`src/sv/rarm_pkg.sv`:
```
// Shared types and codes for the range add / range membership block.
package rarm_pkg;

   localparam logic [1:0] OP_LOAD  = 2'd0;
   localparam logic [1:0] OP_ADD   = 2'd1;
   localparam logic [1:0] OP_QUERY = 2'd2;

   typedef enum logic [2:0] {
      S_CLEAR,
      S_IDLE,
      S_BLK,
      S_BLKD,
      S_ERD,
      S_EDAT,
      S_RESP
   } state_type;

   typedef struct packed {
      logic elem_rd;
      logic elem_wr;
      logic pend_rd;
      logic pend_wr;
   } mem_cmd_type;

endpackage

```
`src/sv/rarm_ctrl.sv`:
```
// Sequencer: clears the stores, walks ranges block by block and element by element.
module rarm_ctrl #(
   parameter int DEPTH = 4096,
   parameter int BLOCK = 64
) (
   input  logic                  clock,
   input  logic                  reset,
   input  logic                  req_valid,
   output logic                  req_stall,
   input  logic [1:0]            req_opcode,
   input  logic [11:0]           req_left,
   input  logic [12:0]           req_right,
   input  logic signed [31:0]    req_value,
   output logic                  rsp_valid,
   input  logic                  rsp_stall,
   output logic                  rsp_found,
   output rarm_pkg::mem_cmd_type cmd,
   output logic [$clog2(DEPTH)-1:0] elem_addr,
   output logic [31:0]           elem_wdata,
   input  logic [31:0]           elem_rdata,
   output logic [(((DEPTH+BLOCK-1)/BLOCK) > 1 ? $clog2((DEPTH+BLOCK-1)/BLOCK) : 1)-1:0]
                                 pend_addr,
   output logic [31:0]           pend_wdata,
   input  logic [31:0]           pend_rdata
);
   import rarm_pkg::*;

   localparam int NBLK = (DEPTH + BLOCK - 1) / BLOCK;
   localparam int AW   = $clog2(DEPTH);
   localparam int CW   = AW + 1;
   localparam int BW   = (NBLK > 1) ? $clog2(NBLK) : 1;
   localparam int XW   = (CW > 13) ? CW + 1 : 14;

   state_type        state_ff, state_in;
   logic [1:0]       op_ff, op_in;
   logic [CW-1:0]    j_ff, j_in;
   logic [CW-1:0]    l_ff, l_in;
   logic [CW-1:0]    r_ff, r_in;
   logic [CW-1:0]    bstart_ff, bstart_in;
   logic [CW-1:0]    bend_ff, bend_in;
   logic [BW-1:0]    blk_ff, blk_in;
   logic [31:0]      v_ff, v_in;
   logic [31:0]      pend_ff, pend_in;
   logic             found_ff, found_in;
   logic [CW-1:0]    clr_ff, clr_in;
   logic             rsp_valid_ff, rsp_valid_in;
   logic             rsp_found_ff, rsp_found_in;

   logic [XW-1:0]    lw, rw, rs, blk_w, bstart_w, bend_w, nb_w, nb_end;
   logic             whole, last, hit, blk_edge;

   // range setup for an incoming transfer
   always_comb begin
      lw       = XW'(req_left);
      rw       = XW'(req_right);
      rs       = (rw > XW'(DEPTH)) ? XW'(DEPTH) : rw;
      blk_w    = XW'(lw / BLOCK);
      bstart_w = XW'(blk_w * XW'(BLOCK));
      bend_w   = bstart_w + XW'(BLOCK);
      if (bend_w > XW'(DEPTH)) begin
         bend_w = XW'(DEPTH);
      end
      nb_w     = XW'(bend_ff) + XW'(BLOCK);
      nb_end   = (nb_w > XW'(DEPTH)) ? XW'(DEPTH) : nb_w;
   end

   assign whole    = (bstart_ff >= l_ff) && (bend_ff <= r_ff);
   assign last     = (j_ff + CW'(1)) >= r_ff;
   assign blk_edge = (j_ff + CW'(1)) == bend_ff;
   assign hit      = (elem_rdata + pend_ff) == v_ff;

   // next state and register updates
   always_comb begin
      state_in     = state_ff;
      op_in        = op_ff;
      j_in         = j_ff;
      l_in         = l_ff;
      r_in         = r_ff;
      bstart_in    = bstart_ff;
      bend_in      = bend_ff;
      blk_in       = blk_ff;
      v_in         = v_ff;
      pend_in      = pend_ff;
      found_in     = found_ff;
      clr_in       = clr_ff;
      rsp_valid_in = rsp_valid_ff && rsp_stall;
      rsp_found_in = rsp_found_ff;
      case (state_ff)
         S_CLEAR: begin
            clr_in = clr_ff + CW'(1);
            if (clr_ff == CW'(DEPTH - 1)) begin
               state_in = S_IDLE;
            end
         end
         S_IDLE: begin
            if (req_valid) begin
               op_in     = req_opcode;
               v_in      = req_value;
               l_in      = CW'(lw);
               j_in      = CW'(lw);
               r_in      = CW'(rs);
               blk_in    = BW'(blk_w);
               bstart_in = CW'(bstart_w);
               bend_in   = CW'(bend_w);
               found_in  = 1'b0;
               case (req_opcode)
                  OP_LOAD: begin
                     if (lw < XW'(DEPTH)) begin
                        state_in = S_BLK;
                     end
                  end
                  OP_ADD: begin
                     if (lw < rs) begin
                        state_in = S_BLK;
                     end
                  end
                  OP_QUERY: begin
                     state_in = (lw < rs) ? S_BLK : S_RESP;
                  end
                  default: begin
                     state_in = S_IDLE;
                  end
               endcase
            end
         end
         S_BLK: begin
            state_in = S_BLKD;
         end
         S_BLKD: begin
            pend_in = pend_rdata;
            if (op_ff == OP_LOAD) begin
               state_in = S_IDLE;
            end else if (op_ff == OP_ADD && whole) begin
               if (bend_ff >= r_ff) begin
                  state_in = S_IDLE;
               end else begin
                  blk_in    = blk_ff + BW'(1);
                  bstart_in = bend_ff;
                  bend_in   = CW'(nb_end);
                  j_in      = bend_ff;
                  state_in  = S_BLK;
               end
            end else begin
               state_in = S_ERD;
            end
         end
         S_ERD: begin
            state_in = S_EDAT;
         end
         S_EDAT: begin
            if (op_ff == OP_QUERY && (hit || last)) begin
               found_in = hit;
               state_in = S_RESP;
            end else if (last) begin
               state_in = S_IDLE;
            end else begin
               j_in = j_ff + CW'(1);
               if (blk_edge) begin
                  blk_in    = blk_ff + BW'(1);
                  bstart_in = bend_ff;
                  bend_in   = CW'(nb_end);
                  state_in  = S_BLK;
               end else begin
                  state_in = S_ERD;
               end
            end
         end
         S_RESP: begin
            // hold the answer until the output register is free
            if (!rsp_valid_ff || !rsp_stall) begin
               rsp_valid_in = 1'b1;
               rsp_found_in = found_ff;
               state_in     = S_IDLE;
            end
         end
         default: begin
            state_in = S_IDLE;
         end
      endcase
   end

   // memory commands
   always_comb begin
      cmd        = '0;
      elem_addr  = AW'(j_ff);
      elem_wdata = elem_rdata + v_ff;
      pend_addr  = blk_ff;
      pend_wdata = pend_rdata + v_ff;
      case (state_ff)
         S_CLEAR: begin
            cmd.elem_wr = 1'b1;
            elem_addr   = AW'(clr_ff);
            elem_wdata  = '0;
            cmd.pend_wr = clr_ff < CW'(NBLK);
            pend_addr   = BW'(clr_ff);
            pend_wdata  = '0;
         end
         S_BLK: begin
            cmd.pend_rd = 1'b1;
         end
         S_BLKD: begin
            if (op_ff == OP_LOAD) begin
               cmd.elem_wr = 1'b1;
               elem_addr   = AW'(l_ff);
               elem_wdata  = v_ff - pend_rdata;
            end else if (op_ff == OP_ADD && whole) begin
               cmd.pend_wr = 1'b1;
            end
         end
         S_ERD: begin
            cmd.elem_rd = 1'b1;
         end
         S_EDAT: begin
            cmd.elem_wr = (op_ff == OP_ADD);
         end
         default: begin
            cmd = '0;
         end
      endcase
   end

   always_ff @(posedge clock) begin
      if (reset) begin
         state_ff     <= S_CLEAR;
         clr_ff       <= '0;
         rsp_valid_ff <= 1'b0;
      end else begin
         state_ff     <= state_in;
         clr_ff       <= clr_in;
         rsp_valid_ff <= rsp_valid_in;
      end
   end

   always_ff @(posedge clock) begin
      op_ff        <= op_in;
      j_ff         <= j_in;
      l_ff         <= l_in;
      r_ff         <= r_in;
      bstart_ff    <= bstart_in;
      bend_ff      <= bend_in;
      blk_ff       <= blk_in;
      v_ff         <= v_in;
      pend_ff      <= pend_in;
      found_ff     <= found_in;
      rsp_found_ff <= rsp_found_in;
   end

   assign req_stall = reset || (state_ff != S_IDLE);
   assign rsp_valid = rsp_valid_ff;
   assign rsp_found = rsp_found_ff;

   a_scan_in_range: assert property (@(posedge clock) disable iff (reset)
      state_ff == S_EDAT |-> j_ff < r_ff)
      else $error("element scan past range end");

   a_scan_in_block: assert property (@(posedge clock) disable iff (reset)
      state_ff == S_ERD |-> (j_ff >= bstart_ff) && (j_ff < bend_ff))
      else $error("element scan outside current block");

   a_resp_loaded: assert property (@(posedge clock) disable iff (reset)
      (state_ff == S_RESP && state_in == S_IDLE) |=> rsp_valid_ff)
      else $error("query answer not presented");

endmodule

```
`config.mk`:
```
export PLATFORM = sky130hd
export DESIGN_NAME = rarm_ctrl
export DESIGN_NICKNAME = d
export VERILOG_FILES = /design/src/sv/rarm_pkg.sv /design/src/sv/rarm_ctrl.sv
export SDC_FILE = /design/constraint.sdc
export NUM_CORES = 1
export LEC_CHECK = 0
export ABC_AREA = 1
export BUFFER_PORTS_ARGS = -buffer_cell sky130_fd_sc_hd__buf_2
export CAP_MARGIN = 5
export CORE_MARGIN = 4
export CORE_UTILIZATION = 30
export CTS_CLUSTER_SIZE = 14
export DETAILED_ROUTE_END_ITERATION = 7
export PLACE_DENSITY = 0.52
export SLEW_MARGIN = 30
export SYNTH_ARGS = -nofsm -noshare
export SYNTH_HDL_FRONTEND = slang
export SYNTH_SLANG_ARGS = --single-unit
```
`constraint.sdc`:
```
create_clock -name clock -period 5 [get_ports clock]
set_input_delay 0.25 -clock clock [delete_from_list [all_inputs] [get_ports clock]]
set_output_delay 0.25 -clock clock [all_outputs]
set_load 0.03 [all_outputs]
```
* After elaboration in Yosys (flattened, before gate mapping)
Cells that the tools add are included.
** Operators by class
- Multiplexer cells :: 63
- Eq/ne operators :: 26
- Reductions and logical operators :: 20
- Magnitude comparators :: 10
- Add/subtract/negate cells :: 9
** Operator list (number)
- $mux W13 :: 20
- $pmux W13 S3 :: 3
- $add A32 B32 Y32 :: 3
- $mux W32 :: 2
- $pmux W32 S2 :: 1
- $mux W6 :: 8
- $mux W3 :: 11
- $eq A32 B32 Y1 :: 1
- $sub A32 B32 Y32 :: 1
- $add A13 B1 Y13 const B :: 2
- $ge A13 B13 Y1 :: 2
- $gt A13 B13 Y1 const B :: 2
- $pmux W12 S2 :: 1
- $pmux W3 S7 :: 1
- $ne A2 B2 Y1 const B :: 10
- $pmux W6 S3 :: 1
- $add A13 B7 Y14 const B :: 1
- $gt A14 B13 Y1 const B :: 1
- $add A12 B7 Y13 const B :: 1
- $eq A13 B12 Y1 const B :: 1
- $eq A13 B13 Y1 :: 1
- $ge A13 B12 Y1 :: 1
- $le A13 B13 Y1 :: 1
- $lt A12 B13 Y1 :: 1
- 28 further kinds :: 51
** Storage, ports and cells
- Word-level logic and storage cells :: 142
- Input port bits :: 127
- Flip-flop bits (word level) :: 155

* Longest topological paths before layout
- Word-level depth :: 7
- Mapped depth :: 22
- Gate-level depth less buffers :: 22

* Least setup slack after synthesis
No wires, ideal clock.
- Path kind :: reg2reg
- Start point :: reg j_ff[0]
- End point :: reg bend_ff[10], enable pin
- Path buffers :: 0
- Cell stages (with the launch flop) :: 20
- Required time :: 4.596 ns
- Arrival :: 3.477 ns
- Slack :: 1.120 ns
- Cell sequence :: edfxtp_1 > ha_1 > nand2_1 > nor2_2 > nand4_2 > nor2_2 > nand2_1 > xor2_1 > clkinv_2 > ha_1 > nand2_1 > nor2_1 > nand2_1 > o211a_1 > nand3_1 > nand2_1 > o211ai_1 > a21oi_1 > nand2_1 > a21oi_1
** On the way
- Word-level cells in the longest chain between the ends :: 6
** Ends and longest elaborated chain
- from (decl) :: line rarm_ctrl.sv:36 : logic [CW-1:0] j_ff, j_in;
- from (signal assigned) :: line rarm_ctrl.sv:236 : j_ff <= j_in;
- $add A13 B1 Y13 (*) :: line rarm_ctrl.sv:68, rarm_ctrl.sv:69
- $ge A13 B13 Y1 :: line rarm_ctrl.sv:68 : assign last = (j_ff + CW'(1)) >= r_ff;
- $logic_or A1 B1 Y1 :: line rarm_ctrl.sv:151 : if (op_ff == OP_QUERY && (hit || last)) begin
- $logic_and A1 B1 Y1 :: line rarm_ctrl.sv:151
- $ne A2 B2 Y1 (no source line)
- $reduce_and A8 Y1 (no source line) (*)
- to (signal assigned) :: line rarm_ctrl.sv:240 : bend_ff <= bend_in;
- to (decl) :: line rarm_ctrl.sv:40 : logic [CW-1:0] bend_ff, bend_in;
Mark *: on every way between the ends. The rest lies on a longest branch, timed or not.
A chain may end at the register's enable or synchronous reset.

* Worst setup path in the final report
- Start point :: reg v_ff[0]
- End point :: out elem_wdata[22]
** On the way
- Word-level cells in the longest chain between the ends :: 3
** Ends and longest elaborated chain
- from (decl) :: line rarm_ctrl.sv:42 : logic [31:0] v_ff, v_in;
- from (signal assigned) :: line rarm_ctrl.sv:242 : v_ff <= v_in;
- $add A32 B32 Y32 / $sub A32 B32 Y32 (equally long branches) :: line rarm_ctrl.sv:186, rarm_ctrl.sv:205
- $mux W32 :: line rarm_ctrl.sv:202 : if (op_ff == OP_LOAD) begin
- $pmux W32 S2 (*) :: line rarm_ctrl.sv:189 : case (state_ff)
- to (decl) :: line rarm_ctrl.sv:19 : output logic [31:0] elem_wdata,
Marks and branches as above.

==> out/results.tsv <==
stage	metric	value	unit
sta	final setup skew	0.01080	ns
global_routing	number of global-route vias before repair	16520	
clocking	worst-skew pair later-pin latency	0.49	ns
min_path	Tightest Hold Check Type	in2reg	
global_routing	initial antenna violation count	1	
setup_path	worst r2r dst	bend_ff[10]	
layout	share of cells above drive strength 1	13.34	%
synth	Post-Synth Simple-Gate Area	27.04	%
floorplan	die area	56590	µm²
synth	register bit total from synthesis	143	
clocking	CTS root buf	clkbuf_16	
flow_run	maxcap violations	0	
placed_design	dpl cells	3209	
setup_path	CP bufs+invs	2	
drt	Routed WL per cell	19.66	µm
synth	Yosys warnings	0	
synth	Post-synth EDFFs	126	
sta	Rel. slew slack	33.49	%
power	power density over the cells	243.4	nW/µm²
setup_path	slowest CP cell	edfxtp_1	
sta	setup_tns	0	ns
synth	mux share of post-synthesis cell area	0	%
drt	Routed WL	64810	µm
layout	n_diodes	0	
power	Lkg Pwr	9.353	nW
setup_path	worst setup path class	reg2out	
clocking	CTS max path bufs	2	
synth	Mapped Area	15860	µm²
outcome	status	complete, no violations	
synth	Gate Count Post-Synth	2337	
drt	Residual DRC	0	
clocking	CTS clk-pin slew, worst paths	0.07	ns
setup_path	CP Data Required Time	4.75	ns
sta	Worst Max-Slew Pin Slew	0.9915	ns
setup_path	worst reg2reg path startpoint	j_ff[0]	
floorplan	row cnt	83	
placed_design	GPL Wtd Cong	0.9414	
power	Final Total Pwr	0.004598	W
floorplan	Initial Util	30.60	%
global_routing	GRT Total Usage	22.50	%
power	VDD IR max	0.2957	mV
setup_path	reg2reg path depth	20	
drt	vias after detailed routing	16680	
drt	antenna viol nets, final	0	
power	Net Sw Power	0.001924	W
setup_path	Critical Path Source	v_ff[0]	
drt	drt first-iter violations	1289	
drt	Via density	5.059	
sta	Final Setup Violations	0	
sta	Final Cycle Share	81.97	%
placed_design	PortBufs	215	
power	Sw Share	41.85	%
clocking	CTS buffer count	17	
sta	final slew viol count	0	
setup_path	crit path cell chain	ha_1 -> fa_1 -> nand3_1 -> nand3_1 -> a31oi_2 -> o21ai_2 -> a21boi_1 -> inv_2 -> nand2_1 -> nand2_1 -> a21boi_1 -> o21ai_1 -> or2_2 -> nand3_1 -> o21ai_1 -> buf_2	
sta	Final min period	4.098	ns
setup_path	CP most frequent cell	nand3_1	
layout	Layout area overhead	19.14	%
clocking	CTS hold repair buffers	56	
global_routing	GR Overflow Total	0	
synth	Synth Area in Compound Gates	18.28	%
power	proportion of power drawn by the clock network	29.6	%
power	Internal	0.002673	W
clocking	Clock Sink Count	143	
sta	RSZ-0062 raised after global routing	false	
floorplan	Die Span Y	237.9	µm
floorplan	Core Area	51820	µm²
layout	# fillers	5570	
clocking	Setup Buffers After CTS	0	
global_routing	first-pass GRT wire length	96610	µm
setup_path	Critical Path Max Stage Delay	0.45	ns
setup_path	Worst Setup End Kind	primary output	
min_path	hold path cells	1	
synth	register area share after synthesis	26.01	%
power	proportion of power drawn by flip-flops and latches	31.6	%
sta	FMAX	0.2440	GHz
layout	Finished Layout Cells	3297	
synth	Yosys cell types	70	
floorplan	die width	237.9	µm
drt	DR pass1 iterations	5	
floorplan	I/O pins	216	
synth	main combinational cell family by area after synthesis	simple AND/OR/NAND/NOR gates	
clocking	CTS tree	built	
synth	XOR/XNOR Fraction of Synth Area	3.646	%
global_routing	largest net degree at the start of global routing	42	
setup_path	WP data arrival	3.85	ns
synth	Synth Area in Adders	13.60	%
layout	commonest cells after routing, fill and taps aside	523 x nand2_1, 425 x inv_1, 215 x buf_2	
setup_path	CP startpoint kind	flop	
placed_design	dpl hpwl	53850	µm
clocking	H-Tree Level Count	4	
synth	top_reg_cell synth	edfxtp_1	
layout	# nets final	2901	
synth	average size of a mapped cell	6.784	µm²
synth	ys async rst share	0	%
setup_path	crit-path max FO	4	
sta	Hold Vio Cnt, Final	0	
clocking	Resized Gates After CTS	0	
min_path	Min-Delay Endpoint	l_ff[5]	
synth	Syn Nets	2634	
layout	commonest non-fill, non-tap cell in the layout	nand2_1	
setup_path	Crit path max-delay family	compound AO/OA/AOI/OAI gates	
min_path	HP Start	req_left[5]	
power	Gate power share	38.8	%
setup_path	Worst R2R Setup Slack	1.38	ns
[routing by layer]
layer  GRT usage [%]  vias up  part of all wire [%]
met2           38.98      466                    48
met4           7.254        0                   2.7
li1                -     8290                     -
met5               0        -                     0
met1           28.67     7843                    44
met3           3.641       81                   5.6
[registers in the layout (all words and copies together) (netlist names), 6 cells and up]
register,count
bend_ff,7
blk_ff,6
bstart_ff,7
clr_ff,13
j_ff,13
l_ff,12
pend_ff,32
r_ff,13
v_ff,32
[cells by family after synthesis]
group / after synthesis
XOR/XNOR: 66
AND/OR/NAND/NOR: 991
flip-flops: 143
buffers and inverters: 476
AO/OA/AOI/OAI: 491
adder cells (fa/ha/maj): 170
[cell usage after synthesis (12+ instances only)]
cell,number,area (µm²)
a21oi_1,204,1021
a31oi_1,12,75.07
clkbuf_1,24,90.09
dfxtp_1,17,340.3
edfxtp_1,126,3784
ha_1,166,2077
inv_1,426,1599
nand2_1,523,1963
nand2_2,18,112.6
nand3_1,115,575.6
nand3b_1,12,90.09
nand4_1,29,181.4
nor2_1,209,784.5
nor2_2,12,75.07
nor3_1,31,155.2
o21ai_0,141,705.7
o21ai_1,13,65.06
o221ai_1,16,140.1
xnor2_1,24,210.2
xor2_1,42,367.9
[power by group through the flow]
stage	sequential, W	clock (W)	combinational, W
after floorplan	0.00145	0	0.00115
after global placement	0.00148	0	0.00173
after detailed placement	0.00148	0	0.00174
after CTS	0.00145	0.00140	0.00178
after global routing	0.00146	0.00144	0.00197
final	0.00145	0.00136	0.00178
[cell type report]
type / count / area [µm²] / share of cell area (%)
Multi-Input combinational cell: 1718 / 9930 / 52.57
Sequential cell: 143 / 4124 / 21.83
Timing Repair Buffer: 283 / 1727 / 9.141
Inverter: 441 / 1657 / 8.770
Tap cell: 680 / 850.8 / 4.504
Clock buffer: 17 / 425.4 / 2.252
Clock inverter: 15 / 176.4 / 0.9340
[per-stage QoR]
step | instance area [µm²] | worst slack, ns | hold WS, ns | util (%)
2_1_floorplan | 15860 | 1.120 | 0.3191 | -
3_3_place_gp | 17730 | 1.352 | 0.4284 | 34.21
3_5_place_dp | 17730 | 1.323 | 0.4284 | 34.21
4_1_cts | 18890 | 0.8414 | 0.0007591 | 36.45
5_1_grt | 18890 | 0.6488 | 0.01467 | 36.45
6_report | 18890 | 0.9015 | 0.02528 | 36.45
[worst register-to-register path, delay by kind of cell, from the launching register on]
| kind | cells | cell delay [ns] |
|---|---|---|
| xor+xnor | 1 | 0.25 |
| flops | 1 | 0.42 |
| simple gates | 11 | 1.24 |
| fa+ha+maj | 2 | 0.50 |
| compound gates | 4 | 0.48 |
| buf+inv | 2 | 0.42 |
[worst max-delay path by stage]
stage,endpoint,slack [ns],cells after the start
after global routing,elem_wdata[22],0.65,16
final,elem_wdata[22],0.90,16
after CTS,elem_wdata[19],0.84,14
after floorplan,bend_ff[10],1.12,19
after global placement,j_ff[2],1.35,21
after detailed placement,j_ff[12],1.32,21
Power figures use the tool's default switching activity.
